### config.mk
export PLATFORM = sky130hd
export DESIGN_NAME = spcu_ram
export DESIGN_NICKNAME = d
export VERILOG_FILES = /design/src/rtl/spcu_ram.sv
export SDC_FILE = /design/constraint.sdc
export NUM_CORES = 1
export LEC_CHECK = 0
export ABC_AREA = 1
export CAP_MARGIN = 10
export CORE_ASPECT_RATIO = 1.4
export CORE_UTILIZATION = 60
export CTS_BUF_LIST = sky130_fd_sc_hd__clkbuf_8
export CTS_CLUSTER_DIAMETER = 80
export DETAILED_ROUTE_END_ITERATION = 8
export DONT_BUFFER_PORTS = 1
export GPL_TIMING_DRIVEN = 0
export PLACE_DENSITY = 0.8
export REMOVE_ABC_BUFFERS = 1
export SLEW_MARGIN = 40
export SYNTH_ARGS = -nofsm -noshare
export SYNTH_HDL_FRONTEND = slang
export SYNTH_SLANG_ARGS = --single-unit
### constraint.sdc
create_clock -name clk -period 2.9 [get_ports clk]
set_input_delay 0.435 -clock clk [delete_from_list [all_inputs] [get_ports clk]]
set_output_delay 0.435 -clock clk [all_outputs]
set_load 0.02 [all_outputs]
### src/rtl/spcu_ram.sv
// Generic single-write, single-read RAM with registered read data.
module spcu_ram #(
  parameter int WIDTH = 8,
  parameter int DEPTH = 16
) (
  input  logic                     clk,
  input  logic                     we,
  input  logic [$clog2(DEPTH)-1:0] waddr,
  input  logic [WIDTH-1:0]         wdata,
  input  logic [$clog2(DEPTH)-1:0] raddr,
  output logic [WIDTH-1:0]         rdata
);

  logic [WIDTH-1:0] mem [DEPTH];

  always_ff @(posedge clk) begin
    if (we) begin
      mem[waddr] <= wdata;
    end
    rdata <= mem[raddr];
  end

endmodule

After elaboration in Yosys (flattened, before gate mapping)
Memory sizes are Yosys's and may differ from the RTL's. A register that Yosys moved wholly into a read port is not among the register bits.
Cells that the tools add are included.
Widths: inputs -> output; s select.

word-level totals
  memories kept = 1
  RAM bits = 128
  register bits = 0
  bits of input ports = 18

cells by class
  multiplexer cells = 2

memory list
  memory  depth  width  read ports  clocked after memory_dff  write ports  RTL line  text
  mem     16     8      1           1                         1            14        logic [WIDTH-1:0] mem [DEPTH];

operators by type and width
  operator  number
  $mux 1    2

Longest topological paths before layout
Gate-level depths: netlist of run 1.

  depth in word-level cells = 2
  mapped depth = 8
  mapped depth without buffers = 7

Worst setup path after synthesis of run 1
No wires, ideal clock.

  kind = in2reg
  start = input port waddr[2]
  end = memory mem[10][0], enable pin
  data arrival time = 1.016 ns
  stages on the path = 2
  library setup time = 0.370 ns
  path slack = 1.514 ns
  data required time = 2.530 ns
  cell sequence = nand3b_1 nor2_1

RTL lines
  element          RTL line  text
  start, declared  8         input logic [$clog2(DEPTH)-1:0] waddr,
  end, declared    14

No word-level cell before the write port.

Worst setup path after layout of run 1
  start = input port waddr[2]
  end = memory mem[11][7], enable pin

No word-level cell before the write port.

==> run metrics, run 1 <==
initial antenna violation count=0; Resize count post-CTS=0; Least-Margin Pin Slew=843 ps; ranking of synthesized cells by area=edfxtp_1, nand2_1, nand3_1; Die Ht=118 um; Critical Path Max Stage Delay=670 ps; Worst slew margin=0.436; Worst Path Arrival=1410 ps; Initial DRT Pass Iterations=7; reg2reg setup slack=1830 ps; GRT Util Overall=0.247; post-synth top area share=0.667; number of remaining DRC errors=2; Startpoint Class=input pin; Longest Clk Path Bufs=2; cts hold-fix bufs=0; Cell variety after synth=12; Clk pin slew, worst setup/hold paths=80 ps; status=finished, violations left; crit path kind=input pin to flop; Initial Utilization=0.613; delay-heaviest family, CP=simple AND/OR/NAND/NOR gates; Synth area leader=edfxtp_1; H-tree levels=4; Detailed Place HPWL=6720 um; most frequent cells in the layout=nand2_1, edfxtp_1, inv_1; Die X=84.9 um; clk sink count=136; Max Cap Viol=0; fin crit share=0.459; Cell Rows=42; global-route wire length before repair=17800 um; drt wl/cell=17.2 um; share of layout cells above drive strength 1=0.0733; Final setup viols=0; P_leak=2.65 nW; Seq/Total Area, Yosys=0.694; Hold WC Path Type=input pin to flop; violated checks=design-rule violations; commonest non-fill, non-tap cell in the layout=nand2_1; Core Region=9410 um^2; die area=10000 um^2; Sum Neg Setup Slack=0 ps; GR Overflow Total=0; synthesized area per cell=10.5 um^2; Cell Pwr Density=677 nW/um^2; Max Freq=752 MHz; Worst Path Max Fanout=8; I/O Buffers=0; WHS=78.6 ps; Cell Area, Placed=5740 um^2; Via density=5.62; Yosys reg bits=136; area grow syn2layout=8.33%; post-route design area=6250 um^2; antenna diode count=0; crit-path cells=nand3b_1, nor2_1; pin count of the biggest net entering global routing=66; Initial DRC Count=363; Netlist Area Pre-Place=5770 um^2; Synth Warn #=0; RSZ-0062 raised after global routing=no; num ports=26; Max VDD drop=293 uV; CP Capture Type=flop; vias in the first global route=3840; Critical Path RT=2980 ps; fin nets=564; setup bufs post-CTS=0; post-detailed-route count of antenna-violating nets=0; slowest stage cell on the critical path=nor2_1; TritonCTS clock tree=built; CP bufs+invs=0; Final Hold Fails=0; Skew-Pair Late Insertion Delay=450 ps; Via Count=3757; CTS Root Cell=clkbuf_8; Mapped Cells=551; RePlAce Congestion=0.812; Total Routed Length=11500 um; Slew Viols, Final=0; Layout Skew=9.49 ps; TritonCTS buffer count=17; Final Critical Period=1330 ps
## worst paths after layout
| kind | start | endpoint | depth (start not counted) |
|---|---|---|---|
| setup / recovery | waddr[2] | mem[11][7] | 2 |
| hold / removal | wdata[5] | mem[13][5] | 0 |
| hold reg to reg | mem[12][1] | rdata[1] | 6 |
| setup reg to reg | mem[2][7] | rdata[7] | 6 |
## Yosys cell counts
master and n:
nand2_1 173, edfxtp_1 128, inv_1 100, nand3_1 97, nor2_1 17, buf_2 13
dfxtp_1 8, buf_6 6, buf_4 4, inv_2 2, nand3b_1 2, buf_1 1
## layer usage
layer | global-route usage | part of all wire
met5 | 0 | 0
met4 | 0.186 | 0.041
met3 | 0.0652 | 0.074
met2 | 0.418 | 0.54
met1 | 0.261 | 0.35
## layout make-up
type | instances | area, um^2
flip-flops and latches | 136 | 4000
fillers | 615 | 3160
inverters | 102 | 385
clock buffers | 19 | 262
multi-input cells | 289 | 1230
clock inverters | 13 | 225
well taps | 110 | 138
## logic make-up (layout without fill, tap and decap cells)
group	Yosys count	in the layout	share of synthesized area
AND/OR/NAND/NOR	289	289	0.210
buffers and inverters	126	134	0.0952
flip-flops	136	136	0.694
## sequential cells by signal (all words and copies together), names as in the netlist
signal / count
mem: 128
rdata: 8
## through the flow
| stage | util | setup WS (ps) | std cells | power, mW |
|---|---|---|---|---|
| 4_1_cts | 0.662 | 1560 | 669 | 4.23 |
| 3_3_place_gp | 0.610 | 1060 | 637 | 2.42 |
| 3_5_place_dp | 0.610 | 1140 | 637 | 2.43 |
| 6_report | 0.664 | 1570 | 669 | 4.23 |
| 2_1_floorplan | - | 1480 | 527 | 2.38 |
| 5_1_grt | 0.664 | 1490 | 669 | 4.34 |
## power by group
group          internal, mW  switching, mW
Combinational        0.0526          0.113
Clock                  1.15          0.690
Sequential             2.20         0.0289
Note: power is estimated with default switching activity, not from simulation.
==> run 2: changes to the inputs <==
- CORE_UTILIZATION: 60 -> 59
- PLACE_DENSITY: 0.8 -> 0.82
- clock period: 2.9 -> 1.1 ns (I/O delays scaled with it)
==> run metrics, run 2 (synthesis results as in run 1) <==
status=completed; Crit path top cell by count=nand3_1; I/O Buffers=0; number of remaining DRC errors=0; Critical Path Max Stage Delay=390 ps; Hold WC Path Type=input pin to flop; most frequent cells in the layout=nand2_1, edfxtp_1, inv_1; Least-Margin Pin Slew=814 ps; non-filler instance count after layout=682; Cell Pwr Density=1670 nW/um^2; total power=10.5 mW; Skew-Pair Late Insertion Delay=440 ps; Cell Area, Placed=5740 um^2; pin count of the biggest net entering global routing=66; GRT Util Overall=0.241; Worst slew margin=0.455; vias in the first global route=3557; Total Routed Length=11900 um; crit-path cells=inv_1, nand2_1, nand3_1, nand3_1, nand3_1, nand2_1; Max Cap Viol=0; Via density=5.61; Final Critical Period=1090 ps; Max VDD drop=891 uV; GR Overflow Total=0; Worst Path Arrival=1420 ps; WHS=17.3 ps; post-route design area=6280 um^2; Layout Skew=11.6 ps; TritonCTS buffer count=17; Core Region=9460 um^2; Detailed Place HPWL=6720 um; post-detailed-route count of antenna-violating nets=0; Slew Viols, Final=0; share of layout cells above drive strength 1=0.0543; Critical Path RT=1430 ps; Final setup viols=0; initial antenna violation count=1; crit path kind=flop to flop; Via Count=3825; clk sink count=136; die area=10200 um^2; fin nets=576; Startpoint Class=flop; Die Ht=119 um; commonest non-fill, non-tap cell in the layout=nand2_1; CTS Root Cell=clkbuf_8; largest register by flop count=mem; Cell Rows=42; drt wl/cell=17.5 um; Die X=85.6 um; Initial DRT Pass Iterations=6; Longest Clk Path Bufs=2; P_leak=2.70 nW; num ports=26; Initial Utilization=0.610; CP Capture Type=flop; fill count=653; TritonCTS clock tree=built; H-tree levels=4; Max Freq=921 MHz; Clk pin slew, worst setup/hold paths=70 ps; RePlAce Congestion=0.869; global-route wire length before repair=17400 um; post-placement cell count=637; area grow syn2layout=8.85%; delay-heaviest family, CP=simple AND/OR/NAND/NOR gates; Worst Path Max Fanout=1; max reg flops=128; Initial DRC Count=435; slowest stage cell on the critical path=edfxtp_1; fin crit share=0.987; Final Hold Fails=0; CP bufs+invs=1; largest registers=mem x128, rdata x8; Sum Neg Setup Slack=0 ps
[run 2: where the power goes]
group          internal (mW)  leakage (nW)  switching [mW]
Clock                   2.31         0.222            1.73
Sequential              5.79          1.22          0.0758
Combinational          0.168          1.25           0.401
[run 2: final timing paths]
path / from / endpoint / slack, ps / depth (start not counted)
worst max-delay path: mem[6][3] / rdata[3] / 10 / 6
worst min-delay path: raddr[1] / rdata[7] / 20 / 4
worst max register to register: mem[6][3] / rdata[3] / 10 / 6
worst min register to register: mem[10][3] / rdata[3] / 700 / 6
[run 2: repair_timing]
action / CTS / global route
setup buffers: 0 / 0
hold buffers: 12 / 0
setup endpoints to repair: 0 / 4
gates resized for setup: 0 / 3
endpoints found under the hold margin: 136 / 0
[run 2: layout make-up]
type / count / area (um^2) / area share
diodes: 1 / 2.50 / 0.000399
multi-input cells: 289 / 1220 / 0.195
flip-flops and latches: 136 / 4000 / 0.638
clock inverters: 13 / 140 / 0.0223
well taps: 110 / 138 / 0.0219
clock buffers: 19 / 262 / 0.0417
repair buffers: 12 / 123 / 0.0195
inverters: 102 / 385 / 0.0614
[run 2: routing by layer]
layer,up-vias,GRT usage,share of wire
met3,40,0.0748,0.10
li1,1784,-,-
met1,1757,0.271,0.35
met5,-,0,0
met4,0,0.147,0.041
met2,244,0.398,0.51
[run 2: stage by stage]
stage	setup WS [ps]	util
2_1_floorplan	-45.5	-
3_3_place_gp	-491	0.607
3_5_place_dp	-293	0.607
4_1_cts	34.3	0.662
5_1_grt	-12.6	0.664
6_report	14.6	0.664
[run 2: worst register-to-register path, delay by kind of cell, from the launching register on]
family / cells / cell delay [ps]
AND/OR/NAND/NOR: 5 / 530
flip-flops: 1 / 390
buffers and inverters: 1 / 70
