--- src/rtl/spcu_pkg.sv ---
// Shared constants, types and a fixed-point helper of the clause update block.
package spcu_pkg;

  localparam int FRAC_BITS = 31;
  localparam int VAL_W     = 32;
  localparam int CNT16_W   = 16;
  localparam int DEN_W     = VAL_W + 1;
  localparam int MAX_LITS_DEFAULT = 16;

  localparam logic [VAL_W-1:0] ONE = VAL_W'(64'd1 << FRAC_BITS);

  localparam logic [1:0] REG_ONE_MINUS_RHO  = 2'd0;
  localparam logic [1:0] REG_ZERO_THRESHOLD = 2'd1;

  typedef struct packed {
    logic [VAL_W-1:0]   cf;
    logic               neg;
    logic               act;
    logic [CNT16_W-1:0] nz;
    logic [CNT16_W-1:0] pz;
    logic [VAL_W-1:0]   np;
    logic [VAL_W-1:0]   pp;
    logic [VAL_W-1:0]   eta;
  } spcu_entry_t;

  // Saturate a value at ONE.
  function automatic logic [VAL_W-1:0] clamp1(input logic [VAL_W:0] x);
    clamp1 = (x > {1'b0, ONE}) ? ONE : x[VAL_W-1:0];
  endfunction

endpackage

--- src/rtl/spcu_div.sv ---
// Restoring fixed-point divider, one quotient bit per cycle, saturating at ONE.
module spcu_div
  import spcu_pkg::*;
(
  input  logic             clk,
  input  logic             rst,
  input  logic             start,
  input  logic [VAL_W-1:0] num,
  input  logic [DEN_W-1:0] den,
  output logic             done,
  output logic [VAL_W-1:0] quo
);

  localparam int STEP_W = $clog2(FRAC_BITS + 1);

  logic              run;
  logic [STEP_W-1:0] step;
  logic [DEN_W:0]    rem;
  logic [DEN_W:0]    rem_shift;
  logic [DEN_W-1:0]  den_r;

  assign rem_shift = {rem[DEN_W-1:0], 1'b0};

  always_ff @(posedge clk) begin
    if (rst) begin
      run  <= 1'b0;
      done <= 1'b0;
    end else begin
      done <= 1'b0;
      if (start) begin
        den_r <= den;
        step  <= '0;
        if (den == '0) begin
          quo  <= '0;
          done <= 1'b1;
        end else if ({1'b0, num} >= den) begin
          quo  <= ONE;
          done <= 1'b1;
        end else begin
          rem <= {2'b00, num};
          quo <= '0;
          run <= 1'b1;
        end
      end else if (run) begin
        if (rem_shift >= {1'b0, den_r}) begin
          rem <= rem_shift - {1'b0, den_r};
          quo <= {quo[VAL_W-2:0], 1'b1};
        end else begin
          rem <= rem_shift;
          quo <= {quo[VAL_W-2:0], 1'b0};
        end
        step <= step + 1'b1;
        if (step == STEP_W'(FRAC_BITS - 1)) begin
          run  <= 1'b0;
          done <= 1'b1;
        end
      end
    end
  end

endmodule
--- config.mk ---
export PLATFORM = sky130hd
export DESIGN_NAME = spcu_div
export DESIGN_NICKNAME = d
export VERILOG_FILES = /design/src/rtl/spcu_pkg.sv /design/src/rtl/spcu_div.sv
export SDC_FILE = /design/constraint.sdc
export NUM_CORES = 1
export LEC_CHECK = 0
export BUFFER_PORTS_ARGS = -buffer_cell sky130_fd_sc_hd__buf_2
export CORE_ASPECT_RATIO = 0.8
export CORE_UTILIZATION = 63
export DETAILED_ROUTE_END_ITERATION = 6
export HOLD_SLACK_MARGIN = 0.15
export PLACE_DENSITY_LB_ADDON = 0.25
export SYNTH_ARGS = -nofsm -noshare
export SYNTH_HDL_FRONTEND = slang
export SYNTH_SLANG_ARGS = --single-unit
export TNS_END_PERCENT = 5
--- constraint.sdc ---
create_clock -name clk -period 8.3 [get_ports clk]
set_clock_uncertainty 0.15 [all_clocks]
set_input_delay 1.66 -clock clk [delete_from_list [all_inputs] [get_ports clk]]
set_output_delay 1.66 -clock clk [all_outputs]
set_load 0.01 [all_outputs]
# --- Word-level counts from Yosys, hierarchy flattened ---
# Index checks and enable logic that the tools add are counted.
classes:
  magnitude_cmp: 2
  n_addsub: 2
  eq_ne: 3
  n_shift: 0
  n_div: 0
  n_mul: 0
  n_reduce_logical: 6
  n_bitwise: 1
  n_mux: 21
ops:
  columns: ["op", "n"]
  rows:
  - ["$mux W33", 5]
  - ["$mux W32", 4]
  - ["$ge A34 B33 Y1", 1]
  - ["$ge A32 B33 Y1", 1]
  - ["$logic_not A33 Y1", 1]
  - ["$sub A33 B33 Y33", 1]
  - ["$mux W1", 11]
  - ["$reduce_and A2 Y1", 3]
  - ["$add A5 B1 Y5 const B", 1]
  - ["$eq A5 B5 Y1 const B", 1]
  - ["$mux W5", 1]
  - ["$ne A2 B2 Y1 const B", 2]
  - ["$reduce_and A4 Y1", 1]
  - ["$reduce_bool A2 Y1", 1]
  - ["$not A1 Y1", 1]
word_totals:
  mem_count: 0
  reg_bits: 105
  elab_cells: 41
  output_inout_bits: 33
  latchBits: 0
  inputBits: 68
  romBits: 0
  ram_bits: 0

# --- Logic depth before layout (Yosys ltp) ---
# Gate-level depths: netlist of run 1.
depth:
  word_depth: 4
  mapped_depth: 13
  depth_no_buf: 11

# --- Least setup slack after synthesis of run 1 ---
# No wires, ideal clock.
synth_timing:
  kind: "input port to flip-flop"
  from: "input port start"
  to: "register rem[0] (enable)"
  setup_slack_ps: 2849
  required_time_ps: 7757
  arrival_ps: 4908
  path_stages: 5
  path_cell_list: "clkbuf_1 -> clkbuf_1 -> nor2_1 -> nor2_1 -> and2_1"
synth_between:
  elab_chain_cells: 2
synth_rtl:
  columns: ["element", "line", "text"]
  rows:
  - ["from (decl)", "spcu_div.sv:7", "input logic start,"]
  - ["$ne A2 B2 Y1 (no source line) or $reduce_bool A2 Y1 (tied branches)", null, null]
  - ["$reduce_and A4 Y1 (no source line) (*)", null, null]
  - ["to (signal assigned)", "spcu_div.sv:40", "rem <= {2'b00, num};"]
  - ["to (signal assigned)", "spcu_div.sv:46", "rem <= rem_shift - {1'b0, den_r};"]
  - ["to (signal assigned)", "spcu_div.sv:49", "rem <= rem_shift;"]
  - ["to (decl)", "spcu_div.sv:18", "logic [DEN_W:0] rem;"]
# Mark *: on every way between the ends. The rest lies on a longest branch, timed or not.
# A chain may end at the register's enable or synchronous reset.

# --- Final worst setup path of run 1 ---
layout_timing:
  from: "input port den[5]"
  to: "register rem[13] (enable)"
layout_between:
  elab_chain_cells: 3
layout_rtl:
  columns: ["element", "line", "text"]
  rows:
  - ["from (decl)", "spcu_div.sv:9", "input logic [DEN_W-1:0] den,"]
  - ["$ge A32 B33 Y1 or $logic_not A33 Y1 (tied branches)", "spcu_div.sv:36, spcu_div.sv:33", null]
  - ["$ne A2 B2 Y1 (no source line)", null, null]
  - ["$reduce_and A4 Y1 (no source line) (*)", null, null]
# Marked as above.

==> summary.md, run 1 <==
| Metric | Value |
|---|---|
| P_int | `approximately 1.0 mW` |
| Starting Density | `66.4%` |
| Number of hold buffers added after cts | `0` |
| DRT iter0 DRCs | `453` |
| GPL Wtd Cong | `slightly above 1` |
| Crit-path leading delay family | `compound AO/OA/AOI/OAI gates` |
| Yosys top cell area share | `44.4%` |
| Post-cts sizing count | `0` |
| Yosys warns | `0` |
| Port Buf Inserts | `100` |
| Post-layout util | `between 70% and 80%` |
| Net Switching | `0.505 mW` |
| Finished Cell Area | `just under 8000 sq um` |
| Max-slew headroom | `31.3%` |
| Tmin final | `4270 ps` |
| Worst-path clk slew | `roughly 80 ps` |
| DR WL/cell | `18.3 microns` |
| # rows | `33` |
| Routed via count | `5637` |
| Placed cell area | `approximately 7600 sq um` |
| Crit path max fanout | `33` |
| CTS tree | `done` |
| Buffer type at the clock tree root | `clkbuf_16` |
| FILL cells | `between 700 and 800` |
| Comb pwr share | `between 20% and 30%` |
| # diodes | `0` |
| Largest net degree at the start of global routing | `between 60 and 70` |
| Crit. End Element | `flop` |
| CTS Buffer Depth | `2` |
| MaxCap Viol Count | `0` |
| Cells after Synth | `a little under 700` |
| Peak VDD IR | `between 0.1 and 0.15 mV` |
| Synthesized area per cell | `10.2 sq um` |
| Critical register-to-register path startpoint | `rem[26]$_DFFE_PP_` |
| RSZ-0062 raised after global routing | `false` |
| Worst hold path class | `reg -> reg` |
| Drt total wl | `roughly 17 mm` |
| Fin. Hold Viols | `0` |
| Die Y | `between 90 and 100 microns` |
| Vias in the first global route | `approximately 5400` |
| Tcrit/Tclk final | `between 50 and 60%` |
| Final count of negative-setup-slack endpoints | `0` |
| PwrDens | `195 nW/um^2` |
| Reg2Reg Setup Slack | `~4500 ps` |
| Syn Nets | `822` |
| Final HPWL DP | `around 12 mm` |
| Die Wd | `around 120 microns` |
| 1st-pass router iterations | `5` |
| Slew Limit Fails | `0` |
| Start point of the worst hold path | `run$_SDFFE_PP0P_` |
| Drt via density | `approximately 6` |
| CP max-delay cell | `buf_4` |
| Crit path required time | `between 8000 and 9000 ps` |
| Post-synth EDFFs | `slightly above 100` |
| Worst path arrival time | `4120 ps` |
| Buf+Inv Stages, Crit Path | `3` |
| Initial antenna violation count | `0` |
| Worst-path cell chain | `buf_2, inv_1, ha_1, a21oi_1, nor2b_1, o21ai_0, nand3_1, o221ai_1, a31oi_1, o22ai_1, a211o_1, and2_1, buf_4` |
| Core Footprint | `~10000 sq um` |
| Register share of total power | `a little over two fifths` |
| Final nets | `915` |
| Fin Setup TNS | `0 ps` |
| Worst Setup SP | `den[5]` |
| Leak | `3.43 nW` |
| Post-synth ARST share | `0%` |
| Seq/Total Area, Yosys | `45.0%` |
| Synth unique cells | `62` |
| Post-synth top flop | `edfxtp_1` |
| DIE AREA | `11500 sq um` |
| Hold slack | `between 300 and 400 ps` |
| Top cells by area, synth | `edfxtp_1 (44%), ha_1 (12%), inv_1 (4.1%), a21oi_1 (3.4%), nor2b_1 (3.2%)` |
| Tightest Pin Transition | `1030 ps` |
| CP Launch Type | `input pin` |
| Total power | `between 1.5 and 2 mW` |
| Synth-to-Final Area Change | `13.4%` |
| Drt drc | `0` |
| Net Sw Frac | `32.8%` |
| CP Class | `in -> reg` |
| Number of buffers created by CTS | `9` |
| Clock power frac | `28.9%` |
| H-tree levels | `3` |
| Synth Register Bits | `~110` |
| Remaining Overflow, GRT | `0` |
| Post-route ant nets | `0` |
| Skew-Pair Late Insertion Delay | `360 ps` |
| Crit-path max cell delay | `approximately 430 ps` |
| Clock Sinks | `around 110` |
| Setup bufs post-CTS | `0` |
| Share of layout cells above drive strength 1 | `between 10% and 20%` |
| Outcome | `completed` |
| Mapped Area | `6970 sq um` |
| Largest area contributor in the netlist | `edfxtp_1` |
| Ports | `101` |
| GRT Total Usage | `a little under a third` |
| Global-route wire length before repair | `~27 mm` |
| Fmax | `around 230 MHz` |
## final timing paths
| check | endpoint | cells after the start |
|---|---|---|
| setup / recovery | rem[13]$_DFFE_PP_ | 13 |
| hold / removal | done$_SDFF_PP0_ | 2 |
| setup reg to reg | rem[28]$_DFFE_PP_ | 10 |
| hold reg to reg | done$_SDFF_PP0_ | 2 |
## final cells by class
cell class	count	area (sq um)	share of cell area (%)
clock buffer	9	225	2.85
clock inverter	7	93.8	1.19
multi-input combinational	481	3450	43.6
sequential	105	3130	39.6
inverter	77	289	3.66
timing repair buffer	105	538	6.81
tap	140	175	2.22
## cell families after synthesis
| family | Yosys count | synth area share, % |
|---|---|---|
| XOR/XNOR | 27 | 3.39 |
| AND/OR/NAND/NOR | 189 | 14.2 |
| AO/OA/AOI/OAI | 183 | 17.2 |
| flip-flops | 105 | 45.0 |
| buffers and inverters | 100 | 5.67 |
| adder cells (fa/ha/maj) | 68 | 12.3 |
| multiplexers | 14 | 2.21 |
## flip-flops by register name (all words and copies together), names as in the netlist
name,cells
quo,32
run,1
step,5
rem,33
den_r,33
done,1
## placed cells by master, fill, tap and decap left out, types with 14 or more instances in the layout
master / Yosys / layout
edfxtp_1: 103 / 103
buf_2: 7 / 100
inv_1: 76 / 76
ha_1: 67 / 67
a21oi_1: 47 / 47
nand2_1: 46 / 46
nor2b_1: 36 / 36
o21ai_0: 33 / 33
nor2_1: 33 / 31
a21o_1: 22 / 22
o21a_1: 14 / 14
nand4_1: 14 / 14
xor2_1: 14 / 14
## power by group through the flow
| stage | clock network, mW | registers (mW) | logic [mW] |
|---|---|---|---|
| floorplan | 0 | 0.671 | 0.307 |
| global placement | 0 | 0.668 | 0.408 |
| detailed placement | 0 | 0.670 | 0.420 |
| CTS | 0.447 | 0.659 | 0.426 |
| global route | 0.462 | 0.664 | 0.478 |
| finish | 0.445 | 0.660 | 0.433 |
## cell usage after synthesis (4+ instances only)
cell type / count
edfxtp_1: 103
inv_1: 76
ha_1: 67
a21oi_1: 47
nand2_1: 46
nor2b_1: 36
nor2_1: 33
o21ai_0: 33
a21o_1: 22
nand4_1: 14
o21a_1: 14
xor2_1: 14
clkbuf_1: 13
xnor2_1: 13
nand3_1: 12
o21ai_1: 12
mux2_2: 11
nor3_1: 10
o211ai_1: 10
a211oi_1: 9
and3_1: 9
buf_2: 7
nor4_1: 7
nand2b_1: 6
a31oi_1: 4
## worst min-delay path: stages (launching register included)
cell,delay [ps]
dfxtp_1,350
nand4_1,80
a21oi_1,70
## metal layers
layer  wire length, microns  GRT usage [%]  share of wire (%)  vias to the layer above
met2                   7870           49.3                 47                      238
met3                   1240           5.98                7.3                       30
li1                       -              -                  -                     2684
met4                    413           10.7                2.4                        0
met5                      0              0                  0                        -
met1                   7380           40.2                 44                     2685
## stage by stage
| stage | instances | setup slack, ps |
|---|---|---|
| 3_3_place_gp | 908 | 3860 |
| 5_1_grt | 924 | 3860 |
| 6_report | 924 | 4030 |
| 3_5_place_dp | 908 | 3740 |
| 2_1_floorplan | 686 | 2850 |
| 4_1_cts | 924 | 4110 |
Power figures use the tool's default switching activity.
==> run 2, diff against run 1 <==
--- a/config.mk
+++ b/config.mk
@@ -5,9 +5,10 @@
 export SDC_FILE = /design/constraint.sdc
 export NUM_CORES = 1
 export LEC_CHECK = 0
+export ABC_AREA = 1
 export BUFFER_PORTS_ARGS = -buffer_cell sky130_fd_sc_hd__buf_2
 export CORE_ASPECT_RATIO = 0.8
-export CORE_UTILIZATION = 63
+export CORE_UTILIZATION = 60
 export DETAILED_ROUTE_END_ITERATION = 6
 export HOLD_SLACK_MARGIN = 0.15
 export PLACE_DENSITY_LB_ADDON = 0.25
==> constraint.sdc (replaced) <==
create_clock -name clk -period 4.2 [get_ports clk]
set_clock_uncertainty 0.15 [all_clocks]
set_input_delay 0.84 -clock clk [delete_from_list [all_inputs] [get_ports clk]]
set_output_delay 0.84 -clock clk [all_outputs]
set_load 0.01 [all_outputs]
==> run 2 against run 1 <==
Clock-buffer cell count is 1 higher. Register-to-register slack worse by 3200 ps. Combinational power is 130% higher. Clock power is 95% higher. Synthesized cell count is 64% higher. Die area is 22% higher. Total power is 110% higher. Cell area is 15% higher. Largest cell class unchanged. Via count is 31% higher. Sequential cell count stayed put. Synthesized area is 17% higher. Non-clock buffer count is 1 higher.
==> summary.md, run 2 <==
| Metric | Value |
|---|---|
| Post-route ant nets | `0` |
| Critical register-to-register path startpoint | `den_r[3]$_DFFE_PP_` |
| Final HPWL DP | `about 18 mm` |
| Drt total wl | `about 22 mm` |
| Post-layout util | `a little over two thirds` |
| Global-route wire length before repair | `approximately 35 mm` |
| Fmax | `341 MHz` |
| Initial antenna violation count | `0` |
| Largest net degree at the start of global routing | `just over 70` |
| Core Footprint | `13100 sq um` |
| Start point of the worst hold path | `run$_SDFFE_PP0P_` |
| Mapped Area | `between 8000 and 9000 sq um` |
| Outcome | `completed` |
| Max-slew headroom | `50.6%` |
| Remaining Overflow, GRT | `0` |
| Die Wd | `about 130 microns` |
| H-tree levels | `3` |
| CP Class | `reg -> reg` |
| Starting Density | `between 60% and 70%` |
| Post-cts sizing count | `0` |
| Crit path required time | `around 4200 ps` |
| Commonest non-fill, non-tap cell in the layout | `nand2_1` |
| Clock Sinks | `around 110` |
| CTS Buffer Depth | `2` |
| Cells after Synth | `roughly 1100` |
| Drt drc | `0` |
| PwrDens | `348 nW/um^2` |
| Skew-Pair Late Insertion Delay | `between 300 and 400 ps` |
| Port Buf Inserts | `100` |
| Crit. End Element | `flop` |
| GRT Total Usage | `about 33%` |
| Most frequent cells in the layout | `nand2_1 (393), inv_1 (228), edfxtp_1 (103)` |
| Number of hold buffers added after cts | `0` |
| Synth unique cells | `37` |
| Reg2Reg Setup Slack | `roughly 1300 ps` |
| Buffer type at the clock tree root | `clkbuf_16` |
| CP Launch Type | `flop` |
| # rows | `37` |
| DP Cell Count | `1390` |
| # diodes | `0` |
| Worst-path clk slew | `approximately 70 ps` |
| Tmin final | `around 2900 ps` |
| Drt via density | `~5.2` |
| Top-count cell post-synth | `nand2_1` |
| Yosys top cell area share | `roughly two fifths` |
| WHS Endpoint | `run$_SDFFE_PP0P_` |
| Synth-to-Final Area Change | `12.1%` |
| Tcrit/Tclk final | `around 70%` |
| Final nets | `1362` |
| GPL Wtd Cong | `0.954` |
| Reg2reg end | `rem[28]$_DFFE_PP_` |
| Die Y | `roughly 110 microns` |
| Worst Hold Depth | `2` |
| Area share of and/or/nand/nor cells after synthesis | `between 30% and 40%` |
| Ports | `~100` |
| Finished Cell Area | `9110 sq um` |
| Top cells by area, synth | `edfxtp_1 (38%), nand2_1 (18%), inv_1 (11%), ha_1 (10%), nand3_1 (4.3%)` |
| Fin. Hold Viols | `0` |
| Yosys warns | `0` |
| Post-synth top cells | `nand2_1 (393), inv_1 (228), edfxtp_1 (103), nor2_1 (91), nand3_1 (70)` |
| Worst Reg-to-Reg Cells | `16` |
| Syn Nets | `approximately 1300` |
| Number of buffers created by CTS | `9` |
| RSZ-0062 raised after global routing | `false` |
| Setup bufs post-CTS | `0` |
| Place WS | `around 1000 ps` |
| Crit path max fanout | `34` |
| Share of layout cells above drive strength 1 | `between 10 and 15%` |
| Seq/Total Area, Yosys | `38.6%` |
| MaxCap Viol Count | `0` |
| Fin Setup TNS | `0 ps` |
| Vias in the first global route | `approximately 6800` |
| Routed via count | `7379` |
| Final count of negative-setup-slack endpoints | `0` |
| Leak | `around 5 nW` |
| Worst path arrival time | `a little under 3000 ps` |
| Placed cell area | `slightly below 9000 sq um` |
| Proportion of synthesized area in mux cells | `0%` |
| Synth Area in Adders | `between 10% and 20%` |
| FILL cells | `~1100` |
| DRT iter0 DRCs | `between 700 and 800` |
| Worst Slack Setup Final | `between 1000 and 1500 ps` |
| XOR/XNOR Fraction of Synth Area | `1.83%` |
| CTS tree | `done` |
| Synth Register Bits | `approximately 110` |
| Largest family of logic cells by synthesized area | `simple AND/OR/NAND/NOR gates` |
| Post-synth top flop | `edfxtp_1` |
| Final non-filler cell total | `approximately 1400` |
| DIE AREA | `14000 sq um` |
| Compound-Gate Fraction of Synth Area | `about 3.5%` |
| DR WL/cell | `~16 microns` |
| Synthesized area per cell | `around 7.2 sq um` |
| Post-synth ARST share | `0%` |
| 1st-pass router iterations | `5` |
| Peak VDD IR | `0.355 mV` |
| Post-synth EDFFs | `between 100 and 150` |
| Largest area contributor in the netlist | `edfxtp_1` |
| Tightest Pin Transition | `about 740 ps` |
| Worst hold path class | `reg -> reg` |
| Biggest regs | `den_r (33), rem (33), quo (32)` |
| Slew Limit Fails | `0` |
run 2: worst max-delay path by stage:
stage	slack, ps	cells after the start	to	start
2_1_floorplan	180	11	rem[0]$_DFFE_PP_	den[28]
3_3_place_gp	1060	13	rem[31]$_DFFE_PP_	den[8]
3_5_place_dp	1000	13	rem[32]$_SDFFCE_PP0P_	den[28]
4_1_cts	1350	16	rem[28]$_DFFE_PP_	den_r[4]$_DFFE_PP_
5_1_grt	1090	16	rem[22]$_DFFE_PP_	den_r[3]$_DFFE_PP_
6_report	1270	16	rem[28]$_DFFE_PP_	den_r[3]$_DFFE_PP_
run 2: routing by layer:
layer  global-route usage [%]  wire length [microns]  vias to the layer above
met4                     5.73                    248                        0
met5                        0                      0                        -
met3                     6.53                   1870                       21
met2                     50.1                   9220                      298
met1                     49.1                  10800                     3339
li1                         -                      -                     3721
run 2: through the flow:
| step | total power, mW | hold slack [ps] |
|---|---|---|
| final | 3.17 | 337 |
| after floorplan | 2.02 | 291 |
| after CTS | 3.16 | 336 |
| after global routing | 3.34 | 371 |
| after detailed placement | 2.30 | 326 |
| after global placement | 2.28 | 315 |
run 2: area by class of cell:
class	instances	area [sq um]	area share [%]
multi-input cells	766	4010	44.1
flip-flops and latches	105	3130	34.4
inverters	238	893	9.81
repair buffers	106	546	5.99
clock buffers	10	229	2.51
well taps	175	219	2.40
clock inverters	6	73.8	0.811
run 2: critical path, stage by stage (launching register included):
cell and delay, ps:
edfxtp_1 380, inv_1 120, ha_1 290, nand2_1 100, nand2_1 110, nand2_1 110, nand2_1 50, nand2_1 70
nand3_2 120, nand2_1 120, nand2_2 70, nand2_4 270, nand2_8 230, nand2_4 220, nand2_1 80, nand2_1 100
nand2_1 60
run 2: power by group:
part	internal [mW]	total, mW	switching [mW]
Combinational	0.346	1.00	0.659
Sequential	1.26	1.30	0.0385
Clock	0.472	0.867	0.395
run 2: cells by family after synthesis:
family | count (synthesis)
compound gates | 53
simple gates | 628
xor+xnor | 17
flops | 105
fa+ha+maj | 68
buf+inv | 257
